===== src/sv/srdf_pkg.sv =====
`timescale 1ns / 1ps
// ----------------------------------------------------------------------------
// srdf_pkg
// Types and constants shared by the duplicate filter controller and datapath.
// ----------------------------------------------------------------------------
package srdf_pkg;

  localparam int KEY_W      = 40;
  localparam int HOPS_W     = 8;
  localparam int METRIC_W   = 32;
  localparam int SLOT_W     = 6;
  localparam int IN_DATA_W  = 112;
  localparam int OUT_DATA_W = 16;

  localparam logic OP_CHECK  = 1'b0;
  localparam logic OP_RECORD = 1'b1;

  typedef logic [KEY_W-1:0]    key_t;
  typedef logic [METRIC_W-1:0] metric_t;

  typedef struct packed {
    key_t               key;
    logic [HOPS_W-1:0]  hops;
    metric_t            delay;
    metric_t            cost;
  } entry_t;

  // Controller to datapath
  typedef struct packed {
    logic load;         // capture the incoming request, restart the scan
    logic scan;         // issue the next table read, compare the last one
    logic insert;       // write the request at the replace pointer
    logic write_match;  // overwrite the matched entry's metrics
    logic res_load;     // load the result register
  } cmd_t;

  // Datapath to controller
  typedef struct packed {
    logic hit;       // the entry read last cycle matches the key
    logic scan_end;  // every filled slot compared, no match
    logic better;    // request beats the matched entry
    logic record;    // request is a record operation
  } status_t;

endpackage


===== src/sv/srdf_ctrl.sv =====
`timescale 1ns / 1ps
// ----------------------------------------------------------------------------
// srdf_ctrl
// Sequencer for one request: accept, scan the table, judge, post the result.
// ----------------------------------------------------------------------------
module srdf_ctrl (
  input  logic             clk,
  input  logic             rst,
  input  logic             in_valid,
  output logic             in_ready,
  output logic             out_valid,
  input  logic             out_ready,
  input  srdf_pkg::status_t st,
  output srdf_pkg::cmd_t    cmd
);
  import srdf_pkg::*;

  typedef enum logic [2:0] {
    S_IDLE  = 3'b001,
    S_SCAN  = 3'b010,
    S_JUDGE = 3'b100
  } state_t;

  state_t state, state_next;
  logic   res_free;

  assign res_free = !out_valid || out_ready;
  assign in_ready = (state == S_IDLE);

  always_comb begin
    state_next = state;
    cmd        = '0;
    unique case (state)
      S_IDLE: begin
        if (in_valid) begin
          cmd.load   = 1'b1;
          state_next = S_SCAN;
        end
      end
      S_SCAN: begin
        cmd.scan = 1'b1;
        if (st.hit) begin
          state_next = S_JUDGE;
        end else if (st.scan_end && res_free) begin
          cmd.insert   = st.record;
          cmd.res_load = 1'b1;
          state_next   = S_IDLE;
        end
      end
      S_JUDGE: begin
        if (res_free) begin
          cmd.write_match = st.better;
          cmd.res_load    = 1'b1;
          state_next      = S_IDLE;
        end
      end
      default: state_next = S_IDLE;
    endcase
  end

  always_ff @(posedge clk) begin
    if (rst) begin
      state     <= S_IDLE;
      out_valid <= 1'b0;
    end else begin
      state <= state_next;
      if (cmd.res_load) begin
        out_valid <= 1'b1;
      end else if (out_ready) begin
        out_valid <= 1'b0;
      end
    end
  end

endmodule


===== config.mk =====
export PLATFORM = sky130hd
export DESIGN_NAME = srdf_ctrl
export DESIGN_NICKNAME = d
export VERILOG_FILES = /design/src/sv/srdf_pkg.sv /design/src/sv/srdf_ctrl.sv
export SDC_FILE = /design/constraint.sdc
export NUM_CORES = 1
export LEC_CHECK = 0
export CAP_MARGIN = 20
export CORE_AREA = 10 10 47 49
export DETAILED_ROUTE_END_ITERATION = 8
export DIE_AREA = 0 0 57 59
export DONT_BUFFER_PORTS = 1
export PLACE_DENSITY = 0.3
export SKIP_LAST_GASP = 1
export SYNTH_ARGS = -nofsm -noshare
export SYNTH_HDL_FRONTEND = slang
export SYNTH_SLANG_ARGS = --single-unit

===== constraint.sdc =====
create_clock -name clk -period 1.65 [get_ports clk]
set_input_delay 0 -clock clk [delete_from_list [all_inputs] [get_ports clk]]
set_output_delay 0 -clock clk [all_outputs]
set_load 0.1 [all_outputs]

### After elaboration in Yosys (flattened, before gate mapping)

Cells that the tools add are included.
Widths: inputs -> output; s select.

* bits in registers: 4
* output and inout port bits: 7
* input port bits: 8
* logic and storage cells: 30

* equal/unequal tests: 6
* reductions and logical operators: 5
* multiplexer cells: 17

Operators with widths (number)
* $mux 3: 4
* $mux 1: 9
* $pmux 3 s3: 1
* $mux 2: 2
* $ne 2x2->1 const B: 2
* $eq 3x1->1 const B: 1
* $eq 3x2->1 const B: 1
* $eq 3x3->1 const B: 1
* $ne 3x3->1 const B: 1
* $reduce_and 3->1: 1
* $pmux 1 s2: 1
* $reduce_bool 2->1: 1
* $logic_and 1x1->1: 1
* $logic_not 1->1: 1
* $logic_or 1x1->1: 1

### Depth between registers and ports, before layout

* word-level depth: 7
* mapped depth: 4
* gate-level depth less buffers: 3

### Worst setup path after synthesis

OpenSTA, ideal clock, no wires.

* path type: register to output
* start point: register out_valid
* end point: output cmd[0] (netlist bit)
* stages on the path, launching flop included: 4
* arrival: 3075 ps
* setup slack: -1425 ps
* cell sequence: dfxtp_1 -> nor2b_1 -> buf_2 -> nor3_1

RTL lines
* start: declaration: RTL line srdf_ctrl.sv:11 `output logic out_valid,`
* start signal: assignment: RTL line srdf_ctrl.sv:64 `out_valid <= 1'b0;`
* start signal: assignment: RTL line srdf_ctrl.sv:68 `out_valid <= 1'b1;`
* start signal: assignment: RTL line srdf_ctrl.sv:70 `out_valid <= 1'b0;`
* end: declaration: RTL line srdf_ctrl.sv:14 `output srdf_pkg::cmd_t cmd`

==> results.sh <==
export IMPL_status="completed"
export IMPL_synth_area_um2=253
export IMPL_ys_seq_elements=4
export IMPL_top_layer_used="met4"
export IMPL_synth_top_family_by_area="simple AND/OR/NAND/NOR gates"
export IMPL_synth_fa_ha_area_frac=0
export IMPL_cts_path_max_buffers=2
export IMPL_layout_drive_gt1_share=0.405
export IMPL_drtIter0Drc=1
export IMPL_wl_per_cell_um=13.7
export IMPL_clk_pin_slew_ns=0.04
export IMPL_leakage_uw=0.000184
export IMPL_routed_via_density=4.79
export IMPL_yosys_area_share_simple=0.376
export IMPL_worstPathRequired_ns=1.65
export IMPL_gp_congestion=0.719
export IMPL_synth_warning_count=0
export IMPL_finalSetupViolations=0
export IMPL_die_w_um=57
export IMPL_clk_latency_ns=0.24
export IMPL_die_height_um=59
export IMPL_grt_max_degree=8
export IMPL_dr_wl_met2_um=361
export IMPL_worst_pin_slew_ns=0.500
export IMPL_p_total_uw=324
export IMPL_dp_hpwl_um=660
export IMPL_tritoncts="done"
export IMPL_slowest_delay_ns=0.41
export IMPL_grt_overflow_total=0
export IMPL_fin_cells=58
export IMPL_yosys_top_cells_area="dfxtp_1 (32%), a21oi_1 (5.9%), and4bb_1 (5.0%)"
export IMPL_portBuffers=0
export IMPL_start_util=0.180
export IMPL_grt_setup_unrepaired="false"
export IMPL_report_final_hold_viol_count=0
export IMPL_synthMuxAreaShare=0
export IMPL_vias=278
export IMPL_synth_compound_area_frac=0.243
export IMPL_slowest_stage="dfxtp_1"
export IMPL_syn_avg_cell_area_um2=8.15
export IMPL_min_path_type="primary input to flip-flop"
export IMPL_fin_crit_sh=0.903
export IMPL_antenna_left=0
export IMPL_dieArea_um2=3360
export IMPL_path_max_fanout=5
export IMPL_drc=0
export IMPL_pwr_density_cell_nw_per_um2=795
export IMPL_post_place_cells=53
export IMPL_drv_cap=0
export IMPL_cts_sinks=4
export IMPL_track_usage=0.0510
export IMPL_slew_viol_final=0
export IMPL_area_growth_pct=61.4
export IMPL_cts_root_buffer="clkbuf_4"
export IMPL_dr_pass1_iters=3
export IMPL_setup_tns_final_ns=0
export IMPL_htree_levels=1
export IMPL_max_freq_mhz=671
export IMPL_num_rows=14
export IMPL_crit_path_cell_trace="nor3b_4 -> a21oi_1 -> nor3_4 -> buf_12"
export IMPL_final_common_cell="buf_4"
export IMPL_wl_met1_um=336
export IMPL_peakVddDrop_mv=0.417
export IMPL_synth_top_area_share=0.317
export IMPL_skew_ns=0.000877
export IMPL_ys_seq_area_frac=0.317
export IMPL_grt_pass1_vias=274
export IMPL_synthesis_nets=39
export IMPL_startpoint_type="flip-flop"
export IMPL_hold_slack_ns=0.00637
export IMPL_maxSlewHeadroom=0.669
export IMPL_antenna_found_initial=0
export IMPL_met3WireLength_um=73
export IMPL_synth_top_area_cell="dfxtp_1"
export IMPL_critPathCaptureType="output pin"
export IMPL_cts_buffers=3
export IMPL_min_period_ns=1.49
export IMPL_antenna_cells=0
export IMPL_finalNetCount=52
export IMPL_routed_wl_um=797
export IMPL_pin_count=15
export IMPL_synth_cell_types=19
export IMPL_synth_cells=31
export IMPL_arrival_ns=1.49
export IMPL_synth_xor_area_frac=0
export IMPL_core_area_um2=1400
export IMPL_grt_pass1_wl_um=1310
export IMPL_critical_path_class="flip-flop to output pin"
[worst paths after layout]
check	end	depth (start not counted)	startpoint	slack, ns
setup / recovery	cmd[0]	4	state[1]	0.16
hold / removal	out_valid	2	st[2]	0.006
setup reg to reg	state[0]	3	state[2]	0.43
hold reg to reg	state[2]	3	state[1]	0.70
[layout make-up]
cell class	count	area [um2]
Multi-Input combinational cell	23	188
Inverter	3	11.3
Tap cell	16	20.0
Timing Repair Buffer	9	85.1
Fill cell	161	993
Sequential cell	4	81.3
Clock buffer	3	22.5
[critical path: cells and delay by family (launching register included)]
| kind | cells | cell delay (ns) |
|---|---|---|
| buffers and inverters | 1 | 0.20 |
| AND/OR/NAND/NOR | 2 | 0.48 |
| flip-flops | 1 | 0.41 |
| AO/OA/AOI/OAI | 1 | 0.15 |
[through the flow]
stage / setup WS (ns) / cell area [um2] / util
2_1_floorplan: -0.330 / 267 / -
3_3_place_gp: 0.391 / 359 / 0.256
3_5_place_dp: 0.342 / 359 / 0.256
4_1_cts: 0.0788 / 402 / 0.287
5_1_grt: 0.0492 / 408 / 0.291
6_report: 0.160 / 408 / 0.291
[synth_stat cells (all sizes together)]
cell type / n
nor2b: 2
nand2: 3
inv: 3
and3: 1
nor3: 2
o211a: 1
o32a: 1
dfxtp: 4
a21oi: 3
o2bb2ai: 1
and2: 1
and4: 1
and4bb: 1
buf: 1
nor3b: 1
a31oi: 1
and2b: 1
o221a: 1
nor2: 2
[report_power, final]
| part | switching, uW | internal (uW) |
|---|---|---|
| Clock | 42.5 | 81.5 |
| Sequential | 6.55 | 101 |
| Combinational | 66.0 | 26.5 |
[flip-flops by register name (all words and copies together), names as in the netlist]
signal and count:
out_valid 1, state 3
[layer usage]
| metal | GRT usage | vias up |
|---|---|---|
| li1 | - | 138 |
| met1 | 0.0522 | 128 |
| met2 | 0.0713 | 10 |
| met3 | 0.0279 | 2 |
| met4 | 0.0503 | 0 |
| met5 | 0 | - |
[cells by family (layout without fill, tap and decap cells)]
| group | after synthesis | after routing |
|---|---|---|
| simple gates | 15 | 15 |
| buf+inv | 4 | 15 |
| flops | 4 | 4 |
| compound gates | 8 | 8 |
[timing repair]
| item | CTS | global route |
|---|---|---|
| setup endpoints to repair | 0 | 1 |
| hold buffers | 2 | 0 |
| endpoints found under the hold margin | 4 | 0 |
| resized for setup | 0 | 1 |
| buffers inserted | 0 | 0 |
Note: power is estimated with default switching activity, not from simulation.
